<file path="src/bst_pkg.sv">
// shared types and constants of the bencode stream tokenizer
// no dependencies
package bst_pkg;

	localparam logic [7:0] CH_D = 8'h64;
	localparam logic [7:0] CH_E = 8'h65;
	localparam logic [7:0] CH_I = 8'h69;
	localparam logic [7:0] CH_L = 8'h6c;
	localparam logic [7:0] CH_COLON = 8'h3a;
	localparam logic [7:0] CH_MINUS = 8'h2d;
	localparam logic [7:0] CH_ZERO = 8'h30;

	localparam logic [63:0] POS_MAX = 64'h7fff_ffff_ffff_ffff;
	localparam logic [63:0] NEG_MAX = 64'h8000_0000_0000_0000;

	typedef enum logic [2:0] {
		EV_PENDING = 3'd0,
		EV_INT     = 3'd1,
		EV_STR     = 3'd2,
		EV_BYTE    = 3'd3,
		EV_LIST    = 3'd4,
		EV_DICT    = 3'd5,
		EV_CLOSE   = 3'd6
	} event_t;

	typedef enum logic [3:0] {
		ERR_NONE     = 4'd0,
		ERR_START    = 4'd1,
		ERR_LZERO    = 4'd2,
		ERR_NEGZERO  = 4'd3,
		ERR_NODIGIT  = 4'd4,
		ERR_NUMBYTE  = 4'd5,
		ERR_COLON    = 4'd6,
		ERR_TRUNC    = 4'd7,
		ERR_DEEP     = 4'd8,
		ERR_INTOVF   = 4'd9,
		ERR_LENOVF   = 4'd10
	} err_t;

	typedef enum logic [5:0] {
		M_EXPECT  = 6'b000001,
		M_INT     = 6'b000010,
		M_STRLEN  = 6'b000100,
		M_STRDATA = 6'b001000,
		M_DONE    = 6'b010000,
		M_ERROR   = 6'b100000
	} mode_t;

	localparam logic [1:0] SLOT_LIST = 2'd0;
	localparam logic [1:0] SLOT_KEY = 2'd1;
	localparam logic [1:0] SLOT_VAL = 2'd2;

	typedef enum logic [2:0] {
		C_DIGIT = 3'd0,
		C_E     = 3'd1,
		C_I     = 3'd2,
		C_OPEN  = 3'd3,
		C_COLON = 3'd4,
		C_MINUS = 3'd5,
		C_OTHER = 3'd6
	} cls_t;

	typedef struct packed {
		logic [7:0] data_byte;
		logic [3:0] digit;
		cls_t cls;
		logic first_byte;
		logic end_of_buffer;
	} tok_t;

	typedef struct packed {
		logic [7:0] data_byte;
		logic first_byte;
		logic end_of_buffer;
	} in_t;

	typedef struct packed {
		logic [2:0] event_res;
		logic [63:0] value;
		logic is_key;
		logic [5:0] depth;
		logic [3:0] error_code;
		logic done_res;
	} out_t;

endpackage

</file>
<file path="src/bst_fifo.sv">
// short token queue between front and back
// depends on bst_pkg
module bst_fifo (
	input logic clk,
	input logic arst_n,
	input logic in_valid,
	output logic in_ready,
	input bst_pkg::tok_t in_tok,
	output logic out_valid,
	input logic out_ready,
	output bst_pkg::tok_t out_tok
);
	import bst_pkg::*;

	tok_t mem_q [2];
	logic wp_q, rp_q;
	logic [1:0] cnt_q;
	logic wr, rd;

	assign in_ready = cnt_q != 2'd2;
	assign out_valid = cnt_q != 2'd0;
	assign out_tok = mem_q[rp_q];
	assign wr = in_valid && in_ready;
	assign rd = out_valid && out_ready;

	always_ff @(posedge clk or negedge arst_n) begin
		if (!arst_n) begin
			wp_q <= 1'b0;
			rp_q <= 1'b0;
			cnt_q <= 2'd0;
		end else begin
			if (wr) wp_q <= !wp_q;
			if (rd) rp_q <= !rp_q;
			cnt_q <= cnt_q + 2'(wr) - 2'(rd);
		end
	end

	always_ff @(posedge clk) begin
		if (wr) mem_q[wp_q] <= in_tok;
	end
endmodule

</file>
<file path="config.mk">
export PLATFORM = sky130hd
export DESIGN_NAME = bst_fifo
export DESIGN_NICKNAME = d
export VERILOG_FILES = /design/src/bst_pkg.sv /design/src/bst_fifo.sv
export SDC_FILE = /design/constraint.sdc
export NUM_CORES = 1
export LEC_CHECK = 0
export BUFFER_PORTS_ARGS = -buffer_cell sky130_fd_sc_hd__buf_2
export CORE_ASPECT_RATIO = 1.75
export CORE_MARGIN = 8
export CORE_UTILIZATION = 54
export DETAILED_ROUTE_END_ITERATION = 10
export GPL_ROUTABILITY_DRIVEN = 0
export PLACE_DENSITY = 0.8
export RECOVER_POWER = 100
export SETUP_SLACK_MARGIN = 0.5
export SLEW_MARGIN = 30
export SYNTH_ARGS = -nofsm -noshare
export SYNTH_HDL_FRONTEND = slang
export SYNTH_SLANG_ARGS = --single-unit
</file>
<file path="constraint.sdc">
create_clock -name clk -period 3.3 [get_ports clk]
set_clock_uncertainty 0.15 [all_clocks]
set_input_delay 0.33 -clock clk [delete_from_list [all_inputs] [get_ports clk]]
set_output_delay 0.33 -clock clk [all_outputs]
set_load 0.005 [all_outputs]
</file>
==> impl_metrics.tcl <==
set metrics [dict create \
    via_count 793 \
    cts-root-buf "clkbuf_8" \
    vdd_drop_max_mv 0.488 \
    grt_pass1_vias 874 \
    htree_levels 2 \
    crit_fanout 14 \
    drtIter0Drc 6 \
    whs_path_depth 1 \
    cp.arrival_ns 1.88 \
    die_w_um 55.3 \
    numCtsBuffers 5 \
    ys.flop_type "edfxtp_1" \
    min_from "in_tok[4]" \
    finalSetupViolCount 0 \
    slew_viol_final 0 \
    finalWirelength_um 2510 \
    hold_ws_ns 0.0796 \
    synth.distinct_cells 18 \
    tns_ns 0 \
    setup_ws_ns 1.18 \
    antenna_found_initial 0 \
    dpl.hpwl_um 1870 \
    num_antenna_cells 0 \
    viasPerCell 5.32 \
    avgRoutedWirePerCell_um 16.8 \
    syn2layout_area_growth_pct 19.1 \
    synth_top_cell_by_area "edfxtp_1" \
    core_area_um2 2630 \
    drive_above_1_share_pct 33.6 \
    drt_first_pass_iters 4 \
    floorplan.rows 25 \
    synth.area.top_cells "edfxtp_1, mux2_2, dfrtp_1, xnor2_1, a311oi_2" \
    synth_most_common_cell "edfxtp_1" \
    final_nets 143 \
    grt_first_pass_wirelength_um 4040 \
    fin_crit_sh_pct 64.3 \
    synthCells 75 \
    holdPathEnd "mem_q[1][4]" \
    yosysSeqAreaShare_pct 76.8 \
    rr_worst_depth 4 \
    ant_nets 0 \
    cts_tree "built" \
    status "completed" \
    gr-total-overflow 0 \
    start_util_pct 55.5 \
    endpoint_kind "flop" \
    synth_edf_count 34 \
    r2r_end "mem_q[0][5]" \
    worstSetupPathType "flop to flop" \
    synth_nets 97 \
    fmax_mhz 471 \
    placed_area_um2 1680 \
    track_usage_pct 10.9 \
    die_area_um2 4690 \
    grt_max_degree 19 \
    syn_area_um2 1460 \
    dp_worst_setup_slack_ns 1.47 \
    p_per_area_nw_per_um2 820 \
    insertion_delay_ns 0.28 \
    worstSetupStartpointType "flop" \
    cp.required_ns 3.06 \
    cts.repair.resized 0 \
    final_area_um2 1740 \
    drc 0 \
    synthDominantCellAreaShare_pct 70.0 \
    clockBufferDepth 2 \
    ys.warnings.count 0 \
    ios 40 \
    hold_class "primary input to flop" \
    path_clk_slew_ns 0.07 \
    synth_commonest_cells "edfxtp_1, mux2_2, dfrtp_1, nor2_1, xnor2_1" \
    cts.sinks 38 \
    port_buffers 39 \
    tightest_slew_ns 0.800 \
    slew_headroom_pct 46.7 \
    syn_area_per_cell_um2 19.5 \
    async_flop_share_pct 10.5 \
    hold_violations 0 \
    cap_viol_max_count 0 \
    reg2reg_from "cnt_q[0]" \
    final_util_pct 66.1 \
    die_y_um 84.8 \
    leakage_nw 0.618 \
    rsz0062_at_grt "false" \
    period_needed_ns 2.12 \
    r2r_setup_slack_ns 1.18 \
    fill_cells 208 \
    synth-seq-cells 38 \
]
cell families (layout without fill, tap and decap cells):
kind of cell | after synthesis | in the layout | synth area share, %
xor+xnor | 3 | 3 | 1.80
mux | 17 | 17 | 13.1
flops | 38 | 38 | 76.8
simple gates | 11 | 11 | 4.46
compound gates | 3 | 3 | 2.06
fa+ha+maj | 1 | 1 | 0.857
buf+inv | 2 | 49 | 0.857
area by class of cell:
cell class,instances,area [µm²],share of cell area [%]
Clock buffer,6,72.6,4.18
Clock inverter,2,8.76,0.504
Multi-Input combinational cell,35,324,18.6
Sequential cell,38,1120,64.5
Tap cell,27,33.8,1.94
Timing Repair Buffer,41,178,10.2
sequential cells by signal (all words and copies together) (netlist names):
name	count
wp_q	1
rp_q	1
cnt_q	2
mem_q	34
cell usage in the layout, fill, tap and decap left out, types with 2 or more instances in the layout:
| cell type | instances |
|---|---|
| nor2_1 | 3 |
| xnor2_1 | 3 |
| buf_2 | 13 |
| dfrtp_1 | 4 |
| edfxtp_1 | 34 |
| clkbuf_8 | 5 |
| nand2_1 | 2 |
| clkbuf_1 | 27 |
| mux2_2 | 17 |
metal layers:
| metal | GRT usage (%) | part of all wire (%) |
|---|---|---|
| met3 | 6.65 | 9.0 |
| met1 | 9.70 | 35 |
| met2 | 18.9 | 55 |
| met5 | 0 | 0 |
| met4 | 4.73 | 1.1 |
metrics by stage:
| stage | power (W) | std cells |
|---|---|---|
| after floorplan | 0.00100 | 75 |
| after global placement | 0.00115 | 140 |
| after global routing | 0.00151 | 149 |
| after detailed placement | 0.00118 | 140 |
| final | 0.00142 | 149 |
| after CTS | 0.00147 | 149 |
repair_timing:
item	CTS	global route
hold buffers	1	0
endpoints found under the hold margin	4	0
buffers inserted	0	0
worst max path at each step:
stage                       end  slack, ns  depth (start not counted)     start
global placement    out_tok[11]       1.49                          2      rp_q
global route        mem_q[0][5]       0.99                          4  cnt_q[0]
floorplan           mem_q[0][0]       1.36                          3  cnt_q[0]
detailed placement  out_tok[14]       1.47                          2      rp_q
CTS                 out_tok[14]       1.16                          2      rp_q
finish              mem_q[0][5]       1.18                          4  cnt_q[0]
report_power, final:
group / switching [W] / internal (W) / leakage, nW
clock network: 0.000145 / 0.000145 / 0.0426
logic: 0.000178 / 0.000206 / 0.213
registers: 0.0000850 / 0.000665 / 0.363
worst max-delay path, stage by stage, from the launching register on:
cell	delay (ns)
dfrtp_1	0.44
nand2b_1	0.18
nand2_1	0.09
nor2_1	0.27
clkbuf_1	0.63
Note: power is estimated with default switching activity, not from simulation.
