<file path="src/bst_pkg.sv">
// shared types and constants of the bencode stream tokenizer
// no dependencies
package bst_pkg;

	localparam logic [7:0] CH_D = 8'h64;
	localparam logic [7:0] CH_E = 8'h65;
	localparam logic [7:0] CH_I = 8'h69;
	localparam logic [7:0] CH_L = 8'h6c;
	localparam logic [7:0] CH_COLON = 8'h3a;
	localparam logic [7:0] CH_MINUS = 8'h2d;
	localparam logic [7:0] CH_ZERO = 8'h30;

	localparam logic [63:0] POS_MAX = 64'h7fff_ffff_ffff_ffff;
	localparam logic [63:0] NEG_MAX = 64'h8000_0000_0000_0000;

	typedef enum logic [2:0] {
		EV_PENDING = 3'd0,
		EV_INT     = 3'd1,
		EV_STR     = 3'd2,
		EV_BYTE    = 3'd3,
		EV_LIST    = 3'd4,
		EV_DICT    = 3'd5,
		EV_CLOSE   = 3'd6
	} event_t;

	typedef enum logic [3:0] {
		ERR_NONE     = 4'd0,
		ERR_START    = 4'd1,
		ERR_LZERO    = 4'd2,
		ERR_NEGZERO  = 4'd3,
		ERR_NODIGIT  = 4'd4,
		ERR_NUMBYTE  = 4'd5,
		ERR_COLON    = 4'd6,
		ERR_TRUNC    = 4'd7,
		ERR_DEEP     = 4'd8,
		ERR_INTOVF   = 4'd9,
		ERR_LENOVF   = 4'd10
	} err_t;

	typedef enum logic [5:0] {
		M_EXPECT  = 6'b000001,
		M_INT     = 6'b000010,
		M_STRLEN  = 6'b000100,
		M_STRDATA = 6'b001000,
		M_DONE    = 6'b010000,
		M_ERROR   = 6'b100000
	} mode_t;

	localparam logic [1:0] SLOT_LIST = 2'd0;
	localparam logic [1:0] SLOT_KEY = 2'd1;
	localparam logic [1:0] SLOT_VAL = 2'd2;

	typedef enum logic [2:0] {
		C_DIGIT = 3'd0,
		C_E     = 3'd1,
		C_I     = 3'd2,
		C_OPEN  = 3'd3,
		C_COLON = 3'd4,
		C_MINUS = 3'd5,
		C_OTHER = 3'd6
	} cls_t;

	typedef struct packed {
		logic [7:0] data_byte;
		logic [3:0] digit;
		cls_t cls;
		logic first_byte;
		logic end_of_buffer;
	} tok_t;

	typedef struct packed {
		logic [7:0] data_byte;
		logic first_byte;
		logic end_of_buffer;
	} in_t;

	typedef struct packed {
		logic [2:0] event_res;
		logic [63:0] value;
		logic is_key;
		logic [5:0] depth;
		logic [3:0] error_code;
		logic done_res;
	} out_t;

endpackage

</file>
<file path="src/bst_stream_if.sv">
// valid/ready channel carrying one payload
// depends on bst_pkg types through the type parameter
interface bst_stream_if #(parameter type T = logic) ();
	logic valid;
	logic ready;
	T payload;
	modport source (output valid, output payload, input ready);
	modport sink (input valid, input payload, output ready);
endinterface

</file>
<file path="src/bst_back.sv">
// back: parse state machine, container stack and output register
// depends on bst_pkg
module bst_back #(
	parameter int MAX_DEPTH = 32,
	parameter int LENGTH_BITS = 32
) (
	input logic clk,
	input logic arst_n,
	input logic [5:0] max_nesting,
	input logic tok_valid,
	output logic tok_ready,
	input bst_pkg::tok_t tok,
	bst_stream_if.source out_ch
);
	import bst_pkg::*;

	localparam int AW = (MAX_DEPTH > 1) ? $clog2(MAX_DEPTH) : 1;
	localparam int DW = $clog2(MAX_DEPTH + 1);
	localparam logic [63:0] LEN_MAX = 64'((65'd1 << LENGTH_BITS) - 65'd1);

	mode_t mode_q, nmode;
	logic [63:0] acc_q, nacc;
	logic neg_q, nneg;
	logic [1:0] dcnt_q, ndcnt;
	logic lz_q, nlz;
	logic [LENGTH_BITS-1:0] rem_q, nrem;
	logic [DW-1:0] dep_q, ndep;
	logic [3:0] err_q, nerr;
	logic [1:0] stk_q [MAX_DEPTH];
	logic [1:0] top_q;

	logic ovalid_q;
	out_t out_q;
	logic take;

	mode_t m;
	logic [DW-1:0] dp;
	logic [1:0] top;
	logic [63:0] lim, d64, acc10, rem10;
	logic [9:0] limit;
	logic [2:0] ev;
	logic [63:0] val;
	logic key, fin, push, stk_wr;
	logic [AW-1:0] stk_a;
	logic [1:0] stk_d;

	assign tok_ready = !ovalid_q || out_ch.ready;
	assign take = tok_valid && tok_ready;
	assign out_ch.valid = ovalid_q;
	assign out_ch.payload = out_q;

	always_comb begin
		m = tok.first_byte ? M_EXPECT : mode_q;
		dp = tok.first_byte ? '0 : dep_q;
		top = (dp == '0) ? 2'd3 : top_q;
		nmode = m;
		nacc = acc_q;
		nneg = neg_q;
		ndcnt = tok.first_byte ? 2'd0 : dcnt_q;
		nlz = tok.first_byte ? 1'b0 : lz_q;
		nrem = tok.first_byte ? '0 : rem_q;
		ndep = dp;
		nerr = tok.first_byte ? 4'd0 : err_q;
		ev = EV_PENDING;
		val = '0;
		key = 1'b0;
		fin = 1'b0;
		push = 1'b0;
		d64 = 64'(tok.digit);
		lim = neg_q ? NEG_MAX : POS_MAX;
		acc10 = (acc_q << 3) + (acc_q << 1);
		rem10 = (64'(rem_q) << 3) + (64'(rem_q) << 1);
		limit = (10'(max_nesting) < 10'(MAX_DEPTH)) ? 10'(max_nesting) : 10'(MAX_DEPTH);
		case (m)
			M_EXPECT: begin
				if (tok.cls == C_DIGIT) begin
					nrem = LENGTH_BITS'(tok.digit);
					ndcnt = 2'd1;
					nlz = tok.digit == 4'd0;
					nmode = M_STRLEN;
				end else if (tok.cls == C_E && (top == SLOT_LIST || top == SLOT_KEY)) begin
					ndep = dp - DW'(1);
					ev = EV_CLOSE;
					fin = 1'b1;
				end else if (top != SLOT_KEY && tok.cls == C_I) begin
					nacc = '0;
					nneg = 1'b0;
					ndcnt = 2'd0;
					nlz = 1'b0;
					nmode = M_INT;
				end else if (top != SLOT_KEY && tok.cls == C_OPEN) begin
					if (10'(dp) >= limit) begin
						nerr = ERR_DEEP;
						nmode = M_ERROR;
					end else begin
						push = 1'b1;
						ndep = dp + DW'(1);
						ev = (tok.data_byte == CH_L) ? EV_LIST : EV_DICT;
					end
				end else begin
					nerr = ERR_START;
					nmode = M_ERROR;
				end
			end
			M_INT: begin
				if (tok.cls == C_DIGIT) begin
					if (dcnt_q != 2'd0 && lz_q) begin
						nerr = ERR_LZERO;
						nmode = M_ERROR;
					end else if (acc_q > POS_MAX / 10 + 64'd1 ||
							acc10 > lim - d64) begin
						nerr = ERR_INTOVF;
						nmode = M_ERROR;
					end else begin
						if (dcnt_q == 2'd0) nlz = tok.digit == 4'd0;
						nacc = acc10 + d64;
						if (dcnt_q != 2'd3) ndcnt = dcnt_q + 2'd1;
					end
				end else if (tok.cls == C_MINUS && dcnt_q == 2'd0 && !neg_q) begin
					nneg = 1'b1;
				end else if (tok.cls == C_E) begin
					if (dcnt_q == 2'd0) begin
						nerr = ERR_NODIGIT;
						nmode = M_ERROR;
					end else if (neg_q && acc_q == '0) begin
						nerr = ERR_NEGZERO;
						nmode = M_ERROR;
					end else begin
						ev = EV_INT;
						val = neg_q ? -acc_q : acc_q;
						fin = 1'b1;
					end
				end else begin
					nerr = ERR_NUMBYTE;
					nmode = M_ERROR;
				end
			end
			M_STRLEN: begin
				if (tok.cls == C_DIGIT) begin
					if (lz_q) begin
						nerr = ERR_LZERO;
						nmode = M_ERROR;
					end else if (64'(rem_q) > LEN_MAX / 10 || rem10 > LEN_MAX - d64) begin
						nerr = ERR_LENOVF;
						nmode = M_ERROR;
					end else begin
						nrem = LENGTH_BITS'(rem10 + d64);
						if (dcnt_q != 2'd3) ndcnt = dcnt_q + 2'd1;
					end
				end else if (tok.cls == C_COLON) begin
					ev = EV_STR;
					val = 64'(rem_q);
					key = top == SLOT_KEY;
					if (rem_q == '0) fin = 1'b1;
					else nmode = M_STRDATA;
				end else begin
					nerr = ERR_COLON;
					nmode = M_ERROR;
				end
			end
			M_STRDATA: begin
				ev = EV_BYTE;
				val = 64'(tok.data_byte);
				key = top == SLOT_KEY;
				nrem = rem_q - LENGTH_BITS'(1);
				if (nrem == '0) fin = 1'b1;
			end
			default: begin
			end
		endcase
		stk_wr = 1'b0;
		stk_a = '0;
		stk_d = SLOT_LIST;
		if (push) begin
			stk_wr = 1'b1;
			stk_a = AW'(dp);
			stk_d = (tok.data_byte == CH_L) ? SLOT_LIST : SLOT_KEY;
		end
		if (fin) begin
			if (ndep == '0) begin
				nmode = M_DONE;
			end else begin
				nmode = M_EXPECT;
				stk_a = AW'(ndep - DW'(1));
				if (ev == EV_CLOSE) begin
					if (stk_q[stk_a] != SLOT_LIST) begin
						stk_wr = 1'b1;
						stk_d = (stk_q[stk_a] == SLOT_KEY) ? SLOT_VAL : SLOT_KEY;
					end
				end else if (top != SLOT_LIST) begin
					stk_wr = 1'b1;
					stk_d = (top == SLOT_KEY) ? SLOT_VAL : SLOT_KEY;
				end
			end
		end
		if (tok.end_of_buffer && nmode != M_DONE && nmode != M_ERROR) begin
			nerr = ERR_TRUNC;
			nmode = M_ERROR;
		end
	end

	always_ff @(posedge clk or negedge arst_n) begin
		if (!arst_n) begin
			mode_q <= M_EXPECT;
			acc_q <= '0;
			neg_q <= 1'b0;
			dcnt_q <= 2'd0;
			lz_q <= 1'b0;
			rem_q <= '0;
			dep_q <= '0;
			err_q <= '0;
			ovalid_q <= 1'b0;
		end else begin
			if (out_ch.ready) ovalid_q <= 1'b0;
			if (take) begin
				mode_q <= nmode;
				acc_q <= nacc;
				neg_q <= nneg;
				dcnt_q <= ndcnt;
				lz_q <= nlz;
				rem_q <= nrem;
				dep_q <= ndep;
				err_q <= nerr;
				ovalid_q <= 1'b1;
			end
		end
	end

	always_ff @(posedge clk) begin
		if (take) begin
			if (stk_wr) stk_q[stk_a] <= stk_d;
			if (ndep != '0) begin
				if (stk_wr && stk_a == AW'(ndep - DW'(1))) top_q <= stk_d;
				else top_q <= stk_q[AW'(ndep - DW'(1))];
			end
			out_q.event_res <= ev;
			out_q.value <= val;
			out_q.is_key <= key;
			out_q.depth <= 6'(ndep);
			out_q.error_code <= nerr;
			out_q.done_res <= nmode == M_DONE;
		end
	end
endmodule

</file>
<file path="src/flat_wrapper.sv">
// flat-port wrapper written by rule: the top's interface ports become plain ports
module bst_back_flat import bst_pkg::*;
#(
	parameter int MAX_DEPTH = 32,
	parameter int LENGTH_BITS = 32
)
  (clk, arst_n, max_nesting, tok_valid, tok_ready, tok, out_ch_valid, out_ch_payload, out_ch_ready);
  bst_stream_if out_ch_i ();
  input logic clk;
  input logic arst_n;
  input logic [5:0] max_nesting;
  input logic tok_valid;
  output logic tok_ready;
  input bst_pkg::tok_t tok;
  output wire logic [$bits(out_ch_i.valid)-1:0] out_ch_valid;
  output wire logic [$bits(out_ch_i.payload)-1:0] out_ch_payload;
  input wire logic [$bits(out_ch_i.ready)-1:0] out_ch_ready;
  assign out_ch_valid = out_ch_i.valid;
  assign out_ch_payload = out_ch_i.payload;
  assign out_ch_i.ready = out_ch_ready;
  bst_back #(.MAX_DEPTH(MAX_DEPTH), .LENGTH_BITS(LENGTH_BITS)) u_core (.clk(clk), .arst_n(arst_n), .max_nesting(max_nesting), .tok_valid(tok_valid), .tok_ready(tok_ready), .tok(tok), .out_ch(out_ch_i));
endmodule
</file>
<file path="config.mk">
export PLATFORM = sky130hd
export DESIGN_NAME = bst_back_flat
export DESIGN_NICKNAME = d
export VERILOG_FILES = /design/src/bst_pkg.sv /design/src/bst_stream_if.sv /design/src/bst_back.sv /design/src/flat_wrapper.sv
export SDC_FILE = /design/constraint.sdc
export NUM_CORES = 1
export LEC_CHECK = 0
export BUFFER_PORTS_ARGS = -buffer_cell sky130_fd_sc_hd__buf_2
export CORE_AREA = 3 3 190 192
export CTS_CLUSTER_DIAMETER = 200
export DETAILED_ROUTE_END_ITERATION = 10
export DIE_AREA = 0 0 193 195
export HOLD_SLACK_MARGIN = 0.02
export PLACE_DENSITY_LB_ADDON = 0.3
export RECOVER_POWER = 50
export SLEW_MARGIN = 30
export SYNTH_ARGS = -nofsm -noshare
export SYNTH_HDL_FRONTEND = slang
export SYNTH_SLANG_ARGS = --single-unit
</file>
<file path="constraint.sdc">
create_clock -name clk -period 7.23 [get_ports clk]
set_input_delay 1.0845 -clock clk [delete_from_list [all_inputs] [get_ports clk]]
set_output_delay 1.0845 -clock clk [all_outputs]
set_load 0.005 [all_outputs]
</file>
==> results_dict.tcl <==
set metrics [dict create \
    status "finished, violations left" \
    violations "max-capacitance violations, max-slew violations" \
    grt_pass1_vias 19830 \
    cts_root_buf "sky130_fd_sc_hd__clkbuf_16" \
    worst_path_buffer_plus_inverter_count 2 \
    port_buffers 29 \
    worst_hold_path_type "register to register" \
    worstRegToRegCells 19 \
    layout.area.seq_sq_um 4841 \
    coreArea_sq_um 34540 \
    fin_skew_ps 15.83 \
    syn-num-nets 2833 \
    setup_total_negative_slack_ps 0 \
    timing.critical_path.cells "ha_1 > a21o_1 > nand4_1 > a2111o_1 > a311o_1 > a211oi_1 > o31ai_1 > xor2_1 > inv_1 > ha_1 > nand4_1 > or2_2 > nor3_1 > or4b_2 > o21ai_0 > o211ai_1 > or4_1 > buf_4 > o21ai_0" \
    postSynth.asyncResetShare_pct 62.78 \
    initial_utilization_pct 59.75 \
    critPathLaunchType "register" \
    worst_slack_ps 356.0 \
    ir_worst_vdd_mv 0.1644 \
    rrSetupSlack_ps 360 \
    timing.final.crit_period_ps 6874 \
    cts-hold-fix-buffers 0 \
    r2r_end "u_core.acc_q[36]$_DFFE_PN0P_" \
    slew_violations 138 \
    synth_enable_flop_cells 67 \
    place_hpwl_microns 48490 \
    num-fill-cells 3077 \
    cell_area_after_synthesis_sq_um 20640 \
    routabilityCongestion 0.9772 \
    finalNetCount 2793 \
    detail_route.vias_per_cell 6.945 \
    detail_route.wirelength_microns 63370 \
    synthesis.area_per_instance_sq_um 7.892 \
    synthesis.instances 2615 \
    worst-setup-path-type "register to register" \
    worst_slew_pin_slew_ps 2549 \
    floorplan.io_pins 30 \
    route.detailed.drc 0 \
    vias 21130 \
    synth-seq-cells 180 \
    synth.yosys.warnings 0 \
    row_count 68 \
    synth-main-ff-cell "sky130_fd_sc_hd__dfrtp_1" \
    global_route_wire_length_before_repair_microns 101900 \
    hold_viol_final 0 \
    synth_largest_type_area_fraction_pct 13.58 \
    cts-root-to-sink-buffers 2 \
    drive_above_1_share_pct 5.989 \
    grt_start_max_net_pins 45 \
    antenna_found_initial 0 \
    ys_seq_area_share_pct 23.46 \
    hp-start "u_core.mode_q[0]$_DFFE_PN1P_" \
    cts.clk_slew.worst_paths_ps 80 \
    worst_hold_path.num_cells 2 \
    worst_hold_path.endpoint "u_core.mode_q[0]$_DFFE_PN1P_" \
    worstSkewPairLatency_ps 460 \
    setup_violations 0 \
    cts_htree_levels 4 \
    r2r_start "u_core.acc_q[1]$_DFFE_PN0P_" \
    synth_area_leaders "sky130_fd_sc_hd__dfrtp_1 14%, sky130_fd_sc_hd__ha_1 11%, sky130_fd_sc_hd__edfxtp_1 9.7%" \
    synthDominantAreaCellType "sky130_fd_sc_hd__dfrtp_1" \
    pre_cts_ws_ps 572.4 \
    clock_tree_from_tritoncts "done" \
    leakage_nw 9.186 \
    synth.lib_cells_used.distinct 106 \
    insertedDiodeCount 0 \
    overflow 0 \
    slowest_delay_ps 720 \
    detail_route.wl_per_cell_microns 20.82 \
    max_freq_mhz 145.5 \
    global_route_usage_over_all_layers_pct 33.03 \
    critPathSlowestCell "sky130_fd_sc_hd__or4_1" \
    worst_ep_arrival_time_ps 7230 \
    detail_route.first_pass.iterations 6 \
    fp.dieArea_sq_um 37640 \
    relative_max_transition_margin_pct -69.91 \
    layout_worst_path_cycle_share_pct 95.08 \
    crit_path_max_fanout 40 \
    timing.critical_path.to_type "register" \
    clock_sink_count 180 \
    multi_input_comb_area_sq_um 15020 \
    drtAntennaViolNets 0 \
    area_growth_pct 4.959 \
    grt_setup_unrepaired "false" \
    cp_top_delay_family "compound AO/OA/AOI/OAI gates" \
    power-per-cell-area_nw_per_um2 113.0 \
    maxCapViolations 4 \
    floorplan.die.height_microns 195 \
    cts_inserted_buffers 17 \
    die_width_microns 193 \
    worst_ep_required_ps 7590 \
    drtIter0Drc 2333 \
]
## flip-flops by register name, indices dropped and copies added (netlist names)
name                   count
u_core.acc_q              64
u_core.stk_q              64
u_core.rem_q              32
u_core.dep_q               6
u_core.mode_q              6
u_core.dcnt_q              2
u_core.top_q               2
u_core.lz_q                1
u_core.neg_q               1
u_core.out_ch.payload      1
u_core.out_ch.valid        1
## per-layer routing
| metal | GRT usage [%] | vias up | part of all wire (%) |
|---|---|---|---|
| met5 | 0 | - | 0 |
| met2 | 52.69 | 1084 | 46 |
| met3 | 4.632 | 185 | 8.3 |
| li1 | - | 9832 | - |
| met4 | 11.17 | 0 | 3.1 |
| met1 | 46.15 | 10030 | 43 |
## worst max path at each step
| stage | slack [ps] | cells past startpoint | start | endpoint |
|---|---|---|---|---|
| floorplan | 1090 | 21 | tok[1] | u_core.stk_q[14][0]$_DFFE_PP_ |
| global placement | 760 | 21 | u_core.acc_q[3]$_DFFE_PN0P_ | u_core.acc_q[6]$_DFFE_PN0P_ |
| detailed placement | 570 | 21 | u_core.acc_q[3]$_DFFE_PN0P_ | u_core.acc_q[9]$_DFFE_PN0P_ |
| CTS | 530 | 19 | u_core.acc_q[1]$_DFFE_PN0P_ | u_core.acc_q[9]$_DFFE_PN0P_ |
| global route | 2 | 19 | u_core.acc_q[1]$_DFFE_PN0P_ | u_core.acc_q[9]$_DFFE_PN0P_ |
| finish | 360 | 19 | u_core.acc_q[1]$_DFFE_PN0P_ | u_core.acc_q[36]$_DFFE_PN0P_ |
## through the flow
step / utilization, % / cell area (sq um) / cells / power (W) / hold slack [ps]
after global placement: 61.08 / 21100 / 3009 / 0.001483 / 463.6
after detailed placement: 61.20 / 21140 / 3011 / 0.001498 / 466.6
final: 62.71 / 21660 / 3043 / 0.002448 / 486.3
after global routing: 62.71 / 21660 / 3043 / 0.002522 / 499.0
after floorplan: - / 20640 / 2615 / 0.001390 / 446.5
after CTS: 62.96 / 21750 / 3043 / 0.002446 / 479.6
## cell families after synthesis
kind of cell	Yosys count	share of synthesized area, %
flip-flops	180	23.46
AND/OR/NAND/NOR	1068	26.24
buffers and inverters	187	3.686
XOR/XNOR	158	6.808
adder cells (fa/ha/maj)	191	11.76
multiplexers	34	2.874
AO/OA/AOI/OAI	797	25.18
## cells in the mapped netlist, types with 8 or more instances
cell,n
sky130_fd_sc_hd__xor2_1,64
sky130_fd_sc_hd__or2_2,13
sky130_fd_sc_hd__a221oi_1,8
sky130_fd_sc_hd__clkbuf_1,100
sky130_fd_sc_hd__buf_2,13
sky130_fd_sc_hd__a221o_1,8
sky130_fd_sc_hd__o211a_1,10
sky130_fd_sc_hd__nor3b_1,16
sky130_fd_sc_hd__a21oi_1,192
sky130_fd_sc_hd__o21ai_0,206
sky130_fd_sc_hd__dfrtp_1,112
sky130_fd_sc_hd__nand4_1,80
sky130_fd_sc_hd__o31ai_1,16
sky130_fd_sc_hd__nand2b_1,22
sky130_fd_sc_hd__nor2b_1,23
sky130_fd_sc_hd__nor4b_1,8
sky130_fd_sc_hd__or4_1,14
sky130_fd_sc_hd__nor3_1,83
sky130_fd_sc_hd__and4_1,12
sky130_fd_sc_hd__edfxtp_1,67
sky130_fd_sc_hd__o221ai_1,19
sky130_fd_sc_hd__a22oi_1,11
sky130_fd_sc_hd__a21o_1,61
sky130_fd_sc_hd__or3_1,36
sky130_fd_sc_hd__and3_1,26
sky130_fd_sc_hd__ha_1,186
sky130_fd_sc_hd__nand2_1,296
sky130_fd_sc_hd__nand3_1,81
sky130_fd_sc_hd__mux2i_1,12
sky130_fd_sc_hd__inv_1,63
sky130_fd_sc_hd__o21bai_1,15
sky130_fd_sc_hd__and2_1,39
sky130_fd_sc_hd__a211o_1,16
sky130_fd_sc_hd__nor4_1,51
sky130_fd_sc_hd__o211ai_1,33
sky130_fd_sc_hd__mux4_2,19
sky130_fd_sc_hd__o21a_1,24
sky130_fd_sc_hd__a31oi_1,40
sky130_fd_sc_hd__a211oi_1,26
sky130_fd_sc_hd__nor2_1,227
sky130_fd_sc_hd__nand3b_1,8
sky130_fd_sc_hd__xnor2_1,92
sky130_fd_sc_hd__o22ai_1,10
sky130_fd_sc_hd__a22o_1,14
## worst min-delay path, delay by kind of cell, from the launching register on
family / cells / cell delay [ps]
DFF: 1 / 400
and+or+nand+nor: 2 / 90
## power breakdown
part	internal (W)	switching [W]	leakage, nW
logic	0.000150	0.000241	6.64
registers	0.00107	0.0000251	2.25
clock network	0.000468	0.000497	0.295
## final cells by class
class | instances | share of cell area (%)
clock buffers | 17 | 1.964
clock inverters | 15 | 0.8317
inverters | 65 | 1.126
multi-input cells | 2248 | 69.34
flip-flops and latches | 180 | 22.35
well taps | 455 | 2.628
repair buffers | 63 | 1.762
## timing repair
action                                  in CTS  in global routing
endpoints found under the setup margin       0                  7
hold endpoints to repair                     0                  0
buffers inserted                             0                  0
resized for setup                            0                  3
## layout by cell type, fill, tap and decap left out, types with 17 or more instances in the layout
master	n
sky130_fd_sc_hd__xnor2_1	92
sky130_fd_sc_hd__mux4_2	19
sky130_fd_sc_hd__and3_1	26
sky130_fd_sc_hd__a21o_1	61
sky130_fd_sc_hd__nor2_1	227
sky130_fd_sc_hd__clkbuf_16	17
sky130_fd_sc_hd__nor2b_1	23
sky130_fd_sc_hd__xor2_1	64
sky130_fd_sc_hd__a211oi_1	27
sky130_fd_sc_hd__nand4_1	80
sky130_fd_sc_hd__nand2_1	294
sky130_fd_sc_hd__nor3_1	83
sky130_fd_sc_hd__and2_1	35
sky130_fd_sc_hd__a21oi_1	191
sky130_fd_sc_hd__o221ai_1	19
sky130_fd_sc_hd__a31oi_1	40
sky130_fd_sc_hd__ha_1	186
sky130_fd_sc_hd__o21a_1	24
sky130_fd_sc_hd__edfxtp_1	67
sky130_fd_sc_hd__o21ai_0	206
sky130_fd_sc_hd__or3_1	36
sky130_fd_sc_hd__nor4_1	51
sky130_fd_sc_hd__dfrtp_1	112
sky130_fd_sc_hd__inv_1	63
sky130_fd_sc_hd__o211ai_1	33
sky130_fd_sc_hd__buf_4	25
sky130_fd_sc_hd__nand2b_1	22
sky130_fd_sc_hd__buf_2	26
sky130_fd_sc_hd__nand3_1	81
Power figures use the tool's default switching activity.
